`config.mk`:
```
export PLATFORM = sky130hd
export DESIGN_NAME = bmp_stream_to_lcd_pixels_flat
export DESIGN_NICKNAME = d
export VERILOG_FILES = /design/src/hdl/bmplcd_pkg.sv /design/src/hdl/bmplcd_if.sv /design/src/hdl/bmplcd_div.sv /design/src/hdl/bmplcd_datapath.sv /design/src/hdl/bmplcd_ctrl.sv /design/src/hdl/bmp_stream_to_lcd_pixels.sv /design/src/flat_wrapper.sv
export SDC_FILE = /design/constraint.sdc
export NUM_CORES = 2
export LEC_CHECK = 0
export BUFFER_PORTS_ARGS = -buffer_cell sky130_fd_sc_hd__buf_2
export CAP_MARGIN = 20
export CORE_ASPECT_RATIO = 1.75
export CORE_MARGIN = 2
export CORE_UTILIZATION = 50
export DETAILED_ROUTE_END_ITERATION = 6
export GPL_ROUTABILITY_DRIVEN = 0
export GPL_TIMING_DRIVEN = 0
export PLACE_DENSITY_LB_ADDON = 0.15
export SYNTH_ARGS = -nofsm -noshare
export SYNTH_HDL_FRONTEND = slang
export SYNTH_SLANG_ARGS = --single-unit
```
`constraint.sdc`:
```
create_clock -name clk -period 13.3 [get_ports clk]
set_input_delay 1.33 -clock clk [delete_from_list [all_inputs] [get_ports clk]]
set_output_delay 1.33 -clock clk [all_outputs]
set_load 0.03 [all_outputs]
```
`src/hdl/bmplcd_pkg.sv`:
```
// shared constants, types and helpers of the bmp to lcd pixel converter
package bmplcd_pkg;

  localparam int DIM_BITS  = 16;
  localparam int POS_W     = 32;
  localparam int WORD_W    = 32;
  localparam int ROW_W     = 20;
  localparam int ROWIDX_W  = 16;
  localparam int PAD_W     = 16;
  localparam int CFG_W     = 12;
  localparam int CFG_IDX_W = 1;
  localparam int PROD_W    = 2 * DIM_BITS;
  localparam int CMP_W     = 34;
  localparam int QUO_W     = 32;
  localparam int DIV_CNT_W = $clog2(QUO_W);
  localparam int WL3_W     = CFG_W + 2;

  localparam logic [7:0] SIG_B = 8'h42;
  localparam logic [7:0] SIG_M = 8'h4D;

  localparam logic [POS_W-1:0] POS_OFFSET   = POS_W'(10);
  localparam logic [POS_W-1:0] POS_WIDTH    = POS_W'(18);
  localparam logic [POS_W-1:0] POS_HEIGHT   = POS_W'(22);
  localparam logic [POS_W-1:0] POS_RAW      = POS_W'(34);
  localparam logic [POS_W-1:0] POS_HDR_LAST = POS_W'(37);

  localparam logic [WORD_W-1:0] MIN_OFFSET = WORD_W'(38);

  localparam logic [CFG_IDX_W-1:0] REG_MAX_COLUMNS = 1'b0;
  localparam logic [CFG_IDX_W-1:0] REG_MAX_ROWS    = 1'b1;

  localparam logic [CFG_W-1:0] MAX_COLUMNS_RST = CFG_W'(320);
  localparam logic [CFG_W-1:0] MAX_ROWS_RST    = CFG_W'(240);

  localparam logic KIND_WORD   = 1'b0;
  localparam logic KIND_REJECT = 1'b1;

  typedef struct packed {
    logic        kind;
    logic [15:0] word;
    logic        pixel_done;
    logic        image_done;
  } result_t;

  typedef struct packed {
    logic fire;
    logic restart;
    logic hdr;
    logic pixel;
    logic reject;
    logic mul_load;
    logic div_start;
    logic pad_load;
  } ctrl_cmd_t;

  typedef struct packed {
    logic sig_bad;
    logic hdr_end;
    logic hdr_bad;
    logic skip_end;
    logic pix_last;
    logic clip_empty;
    logic off_is_38;
    logic div_done;
    logic out_room;
  } dp_status_t;

  // drop byte b into little-endian lane of a header word
  function automatic logic [WORD_W-1:0] put_le(input logic [WORD_W-1:0] w,
                                               input logic [1:0] lane,
                                               input logic [7:0] b);
    logic [WORD_W-1:0] r;
    r = w;
    r[lane*8 +: 8] = b;
    return r;
  endfunction

endpackage

```
`src/hdl/bmplcd_if.sv`:
```
// valid/ready channels for file bytes and display words
interface bmplcd_byte_if;
  logic       valid;
  logic       ready;
  logic [7:0] data_byte;
  logic       first_byte;

  modport source (output valid, output data_byte, output first_byte, input ready);
  modport sink (input valid, input data_byte, input first_byte, output ready);
endinterface

interface bmplcd_word_if;
  logic        valid;
  logic        ready;
  logic        result_kind;
  logic [15:0] display_word;
  logic        pixel_done;
  logic        image_done;

  modport source (output valid, output result_kind, output display_word,
                  output pixel_done, output image_done, input ready);
  modport sink (input valid, input result_kind, input display_word,
                input pixel_done, input image_done, output ready);
endinterface

```
`src/hdl/bmplcd_div.sv`:
```
// restoring divider, one quotient bit per cycle
module bmplcd_div import bmplcd_pkg::*; (
  input  logic                clk,
  input  logic                rst,
  input  logic                start,
  input  logic [QUO_W-1:0]    dividend,
  input  logic [DIM_BITS-1:0] divisor,
  output logic [QUO_W-1:0]    quotient,
  output logic                done
);

  localparam logic [DIV_CNT_W-1:0] CNT_LAST = DIV_CNT_W'(QUO_W - 1);

  logic [DIM_BITS-1:0]  rem;
  logic [QUO_W-1:0]     quo;
  logic [DIV_CNT_W-1:0] cnt;
  logic                 busy;
  logic [DIM_BITS:0]    shifted;
  logic                 fits;
  logic [DIM_BITS-1:0]  rem_next;

  always_comb begin
    shifted  = {rem, quo[QUO_W-1]};
    fits     = shifted >= {1'b0, divisor};
    rem_next = fits ? DIM_BITS'(shifted - {1'b0, divisor}) : DIM_BITS'(shifted);
  end

  always_ff @(posedge clk) begin
    if (rst) begin
      busy <= 1'b0;
      done <= 1'b0;
      cnt  <= '0;
    end else begin
      done <= 1'b0;
      if (start) begin
        busy <= 1'b1;
        cnt  <= '0;
      end else if (busy) begin
        cnt <= cnt + DIV_CNT_W'(1);
        if (cnt == CNT_LAST) begin
          busy <= 1'b0;
          done <= 1'b1;
        end
      end
    end
  end

  always_ff @(posedge clk) begin
    if (start) begin
      rem <= '0;
      quo <= dividend;
    end else if (busy) begin
      rem <= rem_next;
      quo <= {quo[QUO_W-2:0], fits};
    end
  end

  assign quotient = quo;

endmodule

```
`src/hdl/bmplcd_datapath.sv`:
```
// header capture, padding math, pixel walk and two-entry result buffer
module bmplcd_datapath import bmplcd_pkg::*; (
  input  logic                 clk,
  input  logic                 rst,
  input  logic [7:0]           data_byte,
  input  logic                 first_byte,
  input  logic                 cfg_we,
  input  logic [CFG_IDX_W-1:0] cfg_index,
  input  logic [CFG_W-1:0]     cfg_data,
  input  ctrl_cmd_t            cmd,
  output dp_status_t           status,
  bmplcd_word_if.source        words
);

  logic [CFG_W-1:0]    max_columns;
  logic [CFG_W-1:0]    max_rows;
  logic [POS_W-1:0]    byte_position;
  logic [WORD_W-1:0]   pixel_start_offset;
  logic [WORD_W-1:0]   image_width;
  logic [WORD_W-1:0]   image_height;
  logic [WORD_W-1:0]   raw_data_size;
  logic [PAD_W-1:0]    row_padding;
  logic [ROWIDX_W-1:0] row_index;
  logic [ROW_W-1:0]    byte_in_row;
  logic [7:0]          held_blue;
  logic [7:0]          held_green;
  logic [1:0]          byte_in_pixel;
  logic [PROD_W-1:0]   prod;
  result_t             slot0;
  result_t             slot1;
  logic [1:0]          count;

  logic [POS_W-1:0]    pos_eff;
  logic [POS_W-1:0]    pos_plus1;
  logic [DIM_BITS-1:0] wid;
  logic [DIM_BITS-1:0] hgt;
  logic [CFG_W-1:0]    wl;
  logic [CFG_W-1:0]    hl;
  logic [WL3_W-1:0]    wl3;
  logic [ROW_W-1:0]    row_len;
  logic [ROW_W-1:0]    bir_inc;
  logic                row_end;
  logic                in_row;
  logic                emit;
  logic                last;
  logic [CMP_W-1:0]    need;
  logic [CMP_W-1:0]    raw_ext;
  logic [WORD_W-1:0]   diff;
  logic [QUO_W-1:0]    quo;
  logic                div_done;
  logic [PAD_W-1:0]    pad;
  logic                pop;
  logic                push_one;
  logic                push_two;
  result_t             res_a;
  result_t             res_b;

  bmplcd_div u_div (
    .clk      (clk),
    .rst      (rst),
    .start    (cmd.div_start),
    .dividend (diff),
    .divisor  (hgt),
    .quotient (quo),
    .done     (div_done)
  );

  always_comb begin
    pos_eff   = first_byte ? '0 : byte_position;
    pos_plus1 = byte_position + POS_W'(1);
    wid       = image_width[DIM_BITS-1:0];
    hgt       = image_height[DIM_BITS-1:0];

    // clip to the screen, live so register writes between bytes take effect
    wl      = (WORD_W'(wid) > WORD_W'(max_columns)) ? max_columns : CFG_W'(wid);
    hl      = (WORD_W'(hgt) > WORD_W'(max_rows)) ? max_rows : CFG_W'(hgt);
    wl3     = WL3_W'({wl, 1'b0}) + WL3_W'(wl);
    row_len = ROW_W'({wid, 1'b0}) + ROW_W'(wid) + ROW_W'(row_padding);
    bir_inc = byte_in_row + ROW_W'(1);
    row_end = bir_inc >= row_len;
    in_row  = byte_in_row < ROW_W'(wl3);
    emit    = in_row && (byte_in_pixel == 2'd2);
    last    = ((ROWIDX_W + 1)'(row_index) + (ROWIDX_W + 1)'(1) >= (ROWIDX_W + 1)'(hl))
              && (bir_inc == ROW_W'(wl3));

    // padding dividend: raw size less width*height*3, floored at zero
    need    = CMP_W'(prod) + (CMP_W'(prod) << 1);
    raw_ext = CMP_W'(raw_data_size);
    diff    = (raw_ext > need) ? WORD_W'(raw_ext - need) : '0;
    pad     = (|quo[QUO_W-1:PAD_W]) ? '1 : quo[PAD_W-1:0];

    status.sig_bad    = (pos_eff == POS_W'(0) && data_byte != SIG_B) ||
                        (pos_eff == POS_W'(1) && data_byte != SIG_M);
    status.hdr_end    = pos_eff == POS_HDR_LAST;
    status.hdr_bad    = (image_height == '0) || ((image_width >> DIM_BITS) != '0) ||
                        ((image_height >> DIM_BITS) != '0) ||
                        (pixel_start_offset < MIN_OFFSET);
    status.skip_end   = pos_plus1 >= pixel_start_offset;
    status.pix_last   = emit && last;
    status.clip_empty = (wid == '0) || (max_columns == '0) || (max_rows == '0);
    status.off_is_38  = pixel_start_offset == MIN_OFFSET;
    status.div_done   = div_done;
    status.out_room   = (count == 2'd0) || (count == 2'd1 && words.ready);

    push_one = cmd.reject;
    push_two = cmd.pixel && emit;
    pop      = words.valid && words.ready;

    res_a = '{kind: KIND_REJECT, word: 16'h0000, pixel_done: 1'b0, image_done: 1'b0};
    res_b = '{kind: KIND_WORD, word: {held_blue, 8'h00}, pixel_done: 1'b1,
              image_done: last};
    if (push_two) begin
      res_a = '{kind: KIND_WORD, word: {data_byte, held_green}, pixel_done: 1'b0,
                image_done: 1'b0};
    end
  end

  always_ff @(posedge clk) begin
    if (rst) begin
      max_columns        <= MAX_COLUMNS_RST;
      max_rows           <= MAX_ROWS_RST;
      byte_position      <= '0;
      pixel_start_offset <= '0;
      image_width        <= '0;
      image_height       <= '0;
      raw_data_size      <= '0;
      row_padding        <= '0;
      row_index          <= '0;
      byte_in_row        <= '0;
      held_blue          <= '0;
      held_green         <= '0;
      byte_in_pixel      <= '0;
    end else begin
      if (cfg_we) begin
        unique case (cfg_index)
          REG_MAX_COLUMNS: max_columns <= cfg_data;
          REG_MAX_ROWS:    max_rows    <= cfg_data;
        endcase
      end

      if (cmd.fire) begin
        if (cmd.restart) begin
          byte_position <= POS_W'(1);
        end else if (byte_position != '1) begin
          byte_position <= pos_plus1;
        end
      end

      if (cmd.restart) begin
        pixel_start_offset <= '0;
        image_width        <= '0;
        image_height       <= '0;
        raw_data_size      <= '0;
        row_padding        <= '0;
        row_index          <= '0;
        byte_in_row        <= '0;
        held_blue          <= '0;
        held_green         <= '0;
        byte_in_pixel      <= '0;
      end else if (cmd.hdr) begin
        if (byte_position >= POS_OFFSET && byte_position <= POS_OFFSET + POS_W'(3)) begin
          pixel_start_offset <= put_le(pixel_start_offset,
                                       2'(byte_position - POS_OFFSET), data_byte);
        end else if (byte_position >= POS_WIDTH &&
                     byte_position <= POS_WIDTH + POS_W'(3)) begin
          image_width <= put_le(image_width, 2'(byte_position - POS_WIDTH), data_byte);
        end else if (byte_position >= POS_HEIGHT &&
                     byte_position <= POS_HEIGHT + POS_W'(3)) begin
          image_height <= put_le(image_height, 2'(byte_position - POS_HEIGHT), data_byte);
        end else if (byte_position >= POS_RAW &&
                     byte_position <= POS_RAW + POS_W'(3)) begin
          raw_data_size <= put_le(raw_data_size, 2'(byte_position - POS_RAW), data_byte);
        end
      end

      if (cmd.pixel) begin
        if (in_row) begin
          if (byte_in_pixel == 2'd0) begin
            held_blue     <= data_byte;
            byte_in_pixel <= 2'd1;
          end else if (byte_in_pixel == 2'd1) begin
            held_green    <= data_byte;
            byte_in_pixel <= 2'd2;
          end else begin
            byte_in_pixel <= 2'd0;
          end
        end
        // the final pixel leaves the row counters as they are
        if (!(emit && last)) begin
          if (row_end) begin
            byte_in_row   <= '0;
            byte_in_pixel <= 2'd0;
            row_index     <= row_index + ROWIDX_W'(1);
          end else begin
            byte_in_row <= bir_inc;
          end
        end
      end

      if (cmd.pad_load) begin
        row_padding <= pad;
      end
    end
  end

  always_ff @(posedge clk) begin
    if (cmd.mul_load) begin
      prod <= wid * hgt;
    end
  end

  // result buffer: a push only comes when the buffer is empty or drains empty this cycle
  always_ff @(posedge clk) begin
    if (rst) begin
      count <= 2'd0;
    end else if (push_two) begin
      count <= 2'd2;
    end else if (push_one) begin
      count <= 2'd1;
    end else if (pop) begin
      count <= count - 2'd1;
    end
  end

  always_ff @(posedge clk) begin
    if (push_two || push_one) begin
      slot0 <= res_a;
      slot1 <= res_b;
    end else if (pop) begin
      slot0 <= slot1;
    end
  end

  assign words.valid        = count != 2'd0;
  assign words.result_kind  = slot0.kind;
  assign words.display_word = slot0.word;
  assign words.pixel_done   = slot0.pixel_done;
  assign words.image_done   = slot0.image_done;

  a_push_into_empty: assert property (@(posedge clk) disable iff (rst)
    (push_one || push_two) |-> (count == 2'd0 || (count == 2'd1 && pop)))
    else $error("result pushed over a pending result");

  a_pixel_first_word: assert property (@(posedge clk) disable iff (rst)
    push_two |=> (words.valid && words.result_kind == KIND_WORD && !words.pixel_done))
    else $error("pixel did not present its first word");

endmodule

```
`src/hdl/bmplcd_ctrl.sv`:
```
// parser phase and padding-computation sequencer
module bmplcd_ctrl import bmplcd_pkg::*; (
  input  logic       clk,
  input  logic       rst,
  input  logic       in_valid,
  input  logic       first_byte,
  input  dp_status_t status,
  output logic       in_ready,
  output ctrl_cmd_t  cmd
);

  localparam logic [2:0] ST_HEADER  = 3'd0;
  localparam logic [2:0] ST_SKIP    = 3'd1;
  localparam logic [2:0] ST_PIXEL   = 3'd2;
  localparam logic [2:0] ST_DONE    = 3'd3;
  localparam logic [2:0] ST_MUL     = 3'd4;
  localparam logic [2:0] ST_DIVLOAD = 3'd5;
  localparam logic [2:0] ST_DIV     = 3'd6;

  logic [2:0] state;
  logic [2:0] state_next;
  logic [2:0] eff;
  logic       accepting;
  logic       fire;

  always_comb begin
    accepting = (state == ST_HEADER) || (state == ST_SKIP) ||
                (state == ST_PIXEL) || (state == ST_DONE);
    in_ready  = accepting && status.out_room;
    fire      = in_valid && in_ready;
    // a first byte restarts the parse in any phase that takes bytes
    eff       = first_byte ? ST_HEADER : state;

    cmd         = '0;
    cmd.fire    = fire;
    cmd.restart = fire && first_byte;
    state_next  = state;

    if (fire) begin
      unique case (eff) inside
        ST_HEADER: begin
          cmd.hdr = 1'b1;
          state_next = ST_HEADER;
          if (status.sig_bad) begin
            cmd.reject = 1'b1;
            state_next = ST_DONE;
          end else if (status.hdr_end) begin
            if (status.hdr_bad) begin
              cmd.reject = 1'b1;
              state_next = ST_DONE;
            end else begin
              state_next = ST_MUL;
            end
          end
        end
        ST_SKIP: begin
          if (status.skip_end) begin
            state_next = ST_PIXEL;
          end
        end
        ST_PIXEL: begin
          cmd.pixel = 1'b1;
          if (status.pix_last) begin
            state_next = ST_DONE;
          end
        end
        ST_DONE: begin
          state_next = ST_DONE;
        end
        default: begin
          state_next = ST_HEADER;
        end
      endcase
    end else begin
      unique case (state) inside
        ST_HEADER, ST_SKIP, ST_PIXEL, ST_DONE: begin
          state_next = state;
        end
        ST_MUL: begin
          cmd.mul_load = 1'b1;
          state_next = ST_DIVLOAD;
        end
        ST_DIVLOAD: begin
          cmd.div_start = 1'b1;
          state_next = ST_DIV;
        end
        ST_DIV: begin
          if (status.div_done) begin
            cmd.pad_load = 1'b1;
            if (status.clip_empty) begin
              state_next = ST_DONE;
            end else if (status.off_is_38) begin
              state_next = ST_PIXEL;
            end else begin
              state_next = ST_SKIP;
            end
          end
        end
        default: begin
          state_next = ST_HEADER;
        end
      endcase
    end
  end

  always_ff @(posedge clk) begin
    if (rst) begin
      state <= ST_HEADER;
    end else begin
      state <= state_next;
    end
  end

  a_mul_then_load: assert property (@(posedge clk) disable iff (rst)
    (state == ST_MUL) |=> (state == ST_DIVLOAD))
    else $error("product not followed by divider load");

  a_busy_not_ready: assert property (@(posedge clk) disable iff (rst)
    (state == ST_MUL || state == ST_DIVLOAD || state == ST_DIV) |-> !in_ready)
    else $error("byte taken during padding computation");

  a_div_done_in_div: assert property (@(posedge clk) disable iff (rst)
    status.div_done |-> (state == ST_DIV))
    else $error("divider finished outside its wait state");

endmodule

```
`src/hdl/bmp_stream_to_lcd_pixels.sv`:
```
// top level: 24-bit bmp byte stream to 16-bit display words
// output: the byte that completes a pixel (or rejects the image) shows its first word
//   in the cycle after its transfer; the second word of a pixel follows once the first is taken
// throughput: one byte per cycle outside pixel data while the result buffer has room; pixel data
//   pauses after each pixel while the two-entry result buffer drains one word per cycle when taken
// after the last header byte no byte is taken during the multiply and the 32-step divider
// reset: max_columns 320, max_rows 240, parser in header phase, result buffer empty
module bmp_stream_to_lcd_pixels import bmplcd_pkg::*; (
  input  logic                 clk,
  input  logic                 rst,
  bmplcd_byte_if.sink          bytes,
  bmplcd_word_if.source        words,
  input  logic                 cfg_we,
  input  logic [CFG_IDX_W-1:0] cfg_index,
  input  logic [CFG_W-1:0]     cfg_data
);

  ctrl_cmd_t  cmd;
  dp_status_t status;
  logic       in_ready;

  bmplcd_ctrl u_ctrl (
    .clk        (clk),
    .rst        (rst),
    .in_valid   (bytes.valid),
    .first_byte (bytes.first_byte),
    .status     (status),
    .in_ready   (in_ready),
    .cmd        (cmd)
  );

  assign bytes.ready = in_ready;

  bmplcd_datapath u_dp (
    .clk        (clk),
    .rst        (rst),
    .data_byte  (bytes.data_byte),
    .first_byte (bytes.first_byte),
    .cfg_we     (cfg_we),
    .cfg_index  (cfg_index),
    .cfg_data   (cfg_data),
    .cmd        (cmd),
    .status     (status),
    .words      (words)
  );

endmodule
```
`src/flat_wrapper.sv`:
```
// flat-port wrapper written by rule: the top's interface ports become plain ports
module bmp_stream_to_lcd_pixels_flat import bmplcd_pkg::*;
  (clk, rst, cfg_we, cfg_index, cfg_data, bytes_valid, bytes_data_byte, bytes_first_byte, bytes_ready, words_valid, words_result_kind, words_display_word, words_pixel_done, words_image_done, words_ready);
  bmplcd_byte_if bytes_i ();
  bmplcd_word_if words_i ();
  input  logic clk;
  input  logic rst;
  input  logic cfg_we;
  input  logic [CFG_IDX_W-1:0] cfg_index;
  input  logic [CFG_W-1:0] cfg_data;
  input wire logic [$bits(bytes_i.valid)-1:0] bytes_valid;
  input wire logic [$bits(bytes_i.data_byte)-1:0] bytes_data_byte;
  input wire logic [$bits(bytes_i.first_byte)-1:0] bytes_first_byte;
  output wire logic [$bits(bytes_i.ready)-1:0] bytes_ready;
  output wire logic [$bits(words_i.valid)-1:0] words_valid;
  output wire logic [$bits(words_i.result_kind)-1:0] words_result_kind;
  output wire logic [$bits(words_i.display_word)-1:0] words_display_word;
  output wire logic [$bits(words_i.pixel_done)-1:0] words_pixel_done;
  output wire logic [$bits(words_i.image_done)-1:0] words_image_done;
  input wire logic [$bits(words_i.ready)-1:0] words_ready;
  assign bytes_i.valid = bytes_valid;
  assign bytes_i.data_byte = bytes_data_byte;
  assign bytes_i.first_byte = bytes_first_byte;
  assign bytes_ready = bytes_i.ready;
  assign words_valid = words_i.valid;
  assign words_result_kind = words_i.result_kind;
  assign words_display_word = words_i.display_word;
  assign words_pixel_done = words_i.pixel_done;
  assign words_image_done = words_i.image_done;
  assign words_i.ready = words_ready;
  bmp_stream_to_lcd_pixels u_core (.clk(clk), .rst(rst), .bytes(bytes_i), .words(words_i), .cfg_we(cfg_we), .cfg_index(cfg_index), .cfg_data(cfg_data));
endmodule
```
==> results.md <==
- Finished Layout Cells: 4786
- Crit share post-route: 74.21%
- CP startpoint kind: flip-flop
- Fraction of the yosys area taken by sequential cells: 25.73%
- Fmax: 0.1013 GHz
- Routed Antenna Nets: 0
- Clock Path Buffers: 3
- Pin count of the biggest net entering global routing: 33
- Crit path launch: u_core.u_dp.image_width[0]$_SDFFE_PP0P_
- Hold_buf cts: 0
- Post-synth top area share: 17.28%
- Async SR Flop Fraction: 0%
- Die height: 342.2 um
- Synthesized instance count: 3851
- Max Slew Vio Count: 0
- Max FO, Critical Path: 11
- Critical Path RT: 13810 ps
- Vias/cell: 5.897
- Most frequent cell after synthesis: nand2_1
- Netlist Area Pre-Place: 32670 um^2
- Global-route wire length before repair: 159300 um
- Die ar.: 67490 um^2
- Top cells by area, synth: dfxtp_1, fa_1, ha_1
- WL final: 103800 um
- Setup TNS: 0 ps
- Drt wl/cell: 21.68 um
- Row Count: 124
- Drt pass-1 iters: 6
- DRC Markers: 0
- Vias in the first global route: 28210
- Area Growth Syn to Fin: 8.157%
- Setup Buffers After CTS: 0
- Sink Count: 374
- All-Layer GR Usage: 30.88%
- Crit. path cell count: 28
- R2R cell count: 28
- R2R setup slack: 3430 ps
- Status: completed
- Crit path buffers/inverters: 4
- Critical path endpoint category: flip-flop
- Min cycle time layout: 9870 ps
- Slew @ Worst Pin: 1184 ps
- Slowest CP cell: nor3_1
- Clk_lat worst skew: 580 ps
- Worst r2r dst: u_core.u_dp.row_index[2]$_SDFF_PP0_
- Iter 0 DRT Violations: 1500
- Layout cells sized above 1: 4.084%
- Post-synth EDFFs: 92
- Synth cell types: 83
- Initial Util: 50.26%
- Net count, final: 4513
- Final Hold Fails: 0
- PortBufs: 43
- CTS Buf Count: 39
- Synth Warn #: 0
- Number of synthesized register bits: 374
- H-tree levels: 2
- Top post-synthesis cells by count: nand2_1, inv_1, ha_1
- PD cells: 78.71 nW/um^2
- Leakage power: 0.01576 uW
- CP arrival: 10380 ps
- RSZ-0062 raised after global routing: no
- Clock-pin slew on the worst setup and hold paths: 70 ps
- Post-CTS Resized: 0
- Syn avg cell area: 8.484 um^2
- CP max stage delay: 970 ps
- Vias: 28220
- DP Cell Count: 4716
- Final setup violation count: 0
- CP Class: reg -> reg
- Max-slew headroom: 21.07%
- Max Cap Viol: 0
- Peak supply drop: 0.07751 mV
- Core Region: 65010 um^2
- Synth Flop Type: dfxtp_1
- Top Family by Delay on Critical Path: compound AO/OA/AOI/OAI gates
- Hold WC Path Type: reg -> reg
- HPWL Detailed: 83620 um
- R2r startpoint: u_core.u_dp.image_width[0]$_SDFFE_PP0P_
- Leading area contributor after synthesis: dfxtp_1
- CTS tree: built
- Root Driver: clkbuf_16
- Mapped Nets: 4426
- Initial antenna violation count: 3
- Ant. Diodes: 0
- Setup Skew: 27.04 ps
- GR Overflow Total: 0
- Die Wd: 197.2 um
- # IOs: 48
- CP endpoint: u_core.u_dp.row_index[2]$_SDFF_PP0_
## layout by cell type, fill, tap and decap left out, drive strengths merged, types with 33 or more instances in the layout
cell type | netlist | routed
inv | 372 | 376
dfxtp | 282 | 282
nor4 | 66 | 66
ha | 334 | 334
nand2b | 33 | 33
nor2 | 320 | 320
fa | 214 | 214
and2 | 57 | 57
nand3 | 129 | 129
buf | 19 | 65
nand2 | 513 | 513
a21o | 59 | 59
xor2 | 69 | 69
nor3 | 57 | 57
edfxtp | 92 | 92
xnor2 | 111 | 111
nand4 | 45 | 45
and3 | 34 | 34
o21ai | 126 | 126
a21oi | 308 | 308
clkbuf | 145 | 199
mux2i | 81 | 81
## worst register-to-register path, delay by kind of cell (launching register included)
kind	cells	cell delay (ps)
AND/OR/NAND/NOR	8	2370
XOR/XNOR	1	130
flip-flops	1	840
adder cells (fa/ha/maj)	4	1510
buffers and inverters	4	1280
AO/OA/AOI/OAI	11	3720
## per-stage QoR
step | setup slack [ps] | instance area, um^2 | total power (uW) | util, % | hold WS [ps]
floorplan | 6720 | 32670 | 1495 | - | 407.9
global placement | 3684 | 33910 | 1609 | 52.17 | 411.3
detailed placement | 3673 | 33970 | 1610 | 52.26 | 414.3
CTS | 3647 | 35340 | 2791 | 54.36 | 430.3
global route | 2776 | 35340 | 2868 | 54.36 | 447.4
finish | 3430 | 35340 | 2781 | 54.36 | 431.9
## layout make-up
cell class / instances / area, um^2
flip-flops and latches: 374 / 8408
multi-input cells: 2939 / 22230
well taps: 819 / 1025
plain buffers: 164 / 649.4
inverters: 374 / 1404
fillers: 6207 / 29670
clock inverters: 16 / 196.4
repair buffers: 46 / 255.2
clock buffers: 54 / 1169
## power by group
group	leakage [uW]	switching (uW)	internal [uW]
logic	0.0120	253	118
clock network	0.000662	508	682
registers	0.00311	19.9	1200
total	0.0158	781	2000
## registers in the layout, indices dropped and copies added, names as in the netlist, 2 cells and up
signal,count
u_core.u_dp.byte_position,32
u_core.u_dp.image_height,32
u_core.u_dp.image_width,32
u_core.u_dp.pixel_start_offset,32
u_core.u_dp.prod,32
u_core.u_dp.raw_data_size,32
u_core.u_dp.u_div.quotient,32
u_core.u_dp.byte_in_row,20
u_core.u_dp.row_index,16
u_core.u_dp.row_padding,16
u_core.u_dp.u_div.rem,16
u_core.u_dp.words.display_word,16
u_core.u_dp.max_columns,12
u_core.u_dp.max_rows,12
u_core.u_dp.slot1,9
u_core.u_dp.held_blue,8
u_core.u_dp.held_green,8
u_core.u_dp.u_div.cnt,5
u_core.u_ctrl.state,3
u_core.u_dp.byte_in_pixel,2
u_core.u_dp.count,2
## worst min-delay path by stage
stage | from | end | slack [ps] | depth (start not counted)
detailed placement | u_core.u_dp.held_blue[5]$_SDFF_PP0_ | u_core.u_dp.slot1[15]$_DFFE_PN_ | 410 | 0
finish | u_core.u_dp.held_blue[3]$_SDFF_PP0_ | u_core.u_dp.slot1[13]$_DFFE_PN_ | 430 | 0
global placement | u_core.u_dp.held_blue[3]$_SDFF_PP0_ | u_core.u_dp.slot1[13]$_DFFE_PN_ | 410 | 0
global route | u_core.u_dp.held_blue[5]$_SDFF_PP0_ | u_core.u_dp.slot1[15]$_DFFE_PN_ | 450 | 0
CTS | u_core.u_dp.held_blue[3]$_SDFF_PP0_ | u_core.u_dp.slot1[13]$_DFFE_PN_ | 430 | 0
floorplan | u_core.u_dp.held_blue[0]$_SDFF_PP0_ | u_core.u_dp.slot1[10]$_DFFE_PN_ | 410 | 0
## logic make-up (layout without fill, tap and decap cells)
kind of cell               count (synthesis)  after routing  share of synthesized area, %
and+or+nand+nor                         1373           1373                         19.79
AOI/OAI and AO/OA                        742            742                         14.18
adders and majority gates                548            548                         25.90
buffers and inverters                    538            654                         6.284
DFF                                      374            374                         25.73
xor gates and xnor gates                 188            188                         5.388
muxes                                     88             88                         2.723
## routing by layer
layer / track usage, % / up-vias / share of wire (%)
li1: - / 13380 / -
met1: 30.80 / 13530 / 34
met2: 57.49 / 916 / 52
met3: 4.164 / 396 / 4.8
met4: 23.43 / 2 / 8.9
met5: 0 / - / 0.013
No activity file was read; power rests on OpenSTA's default activity.
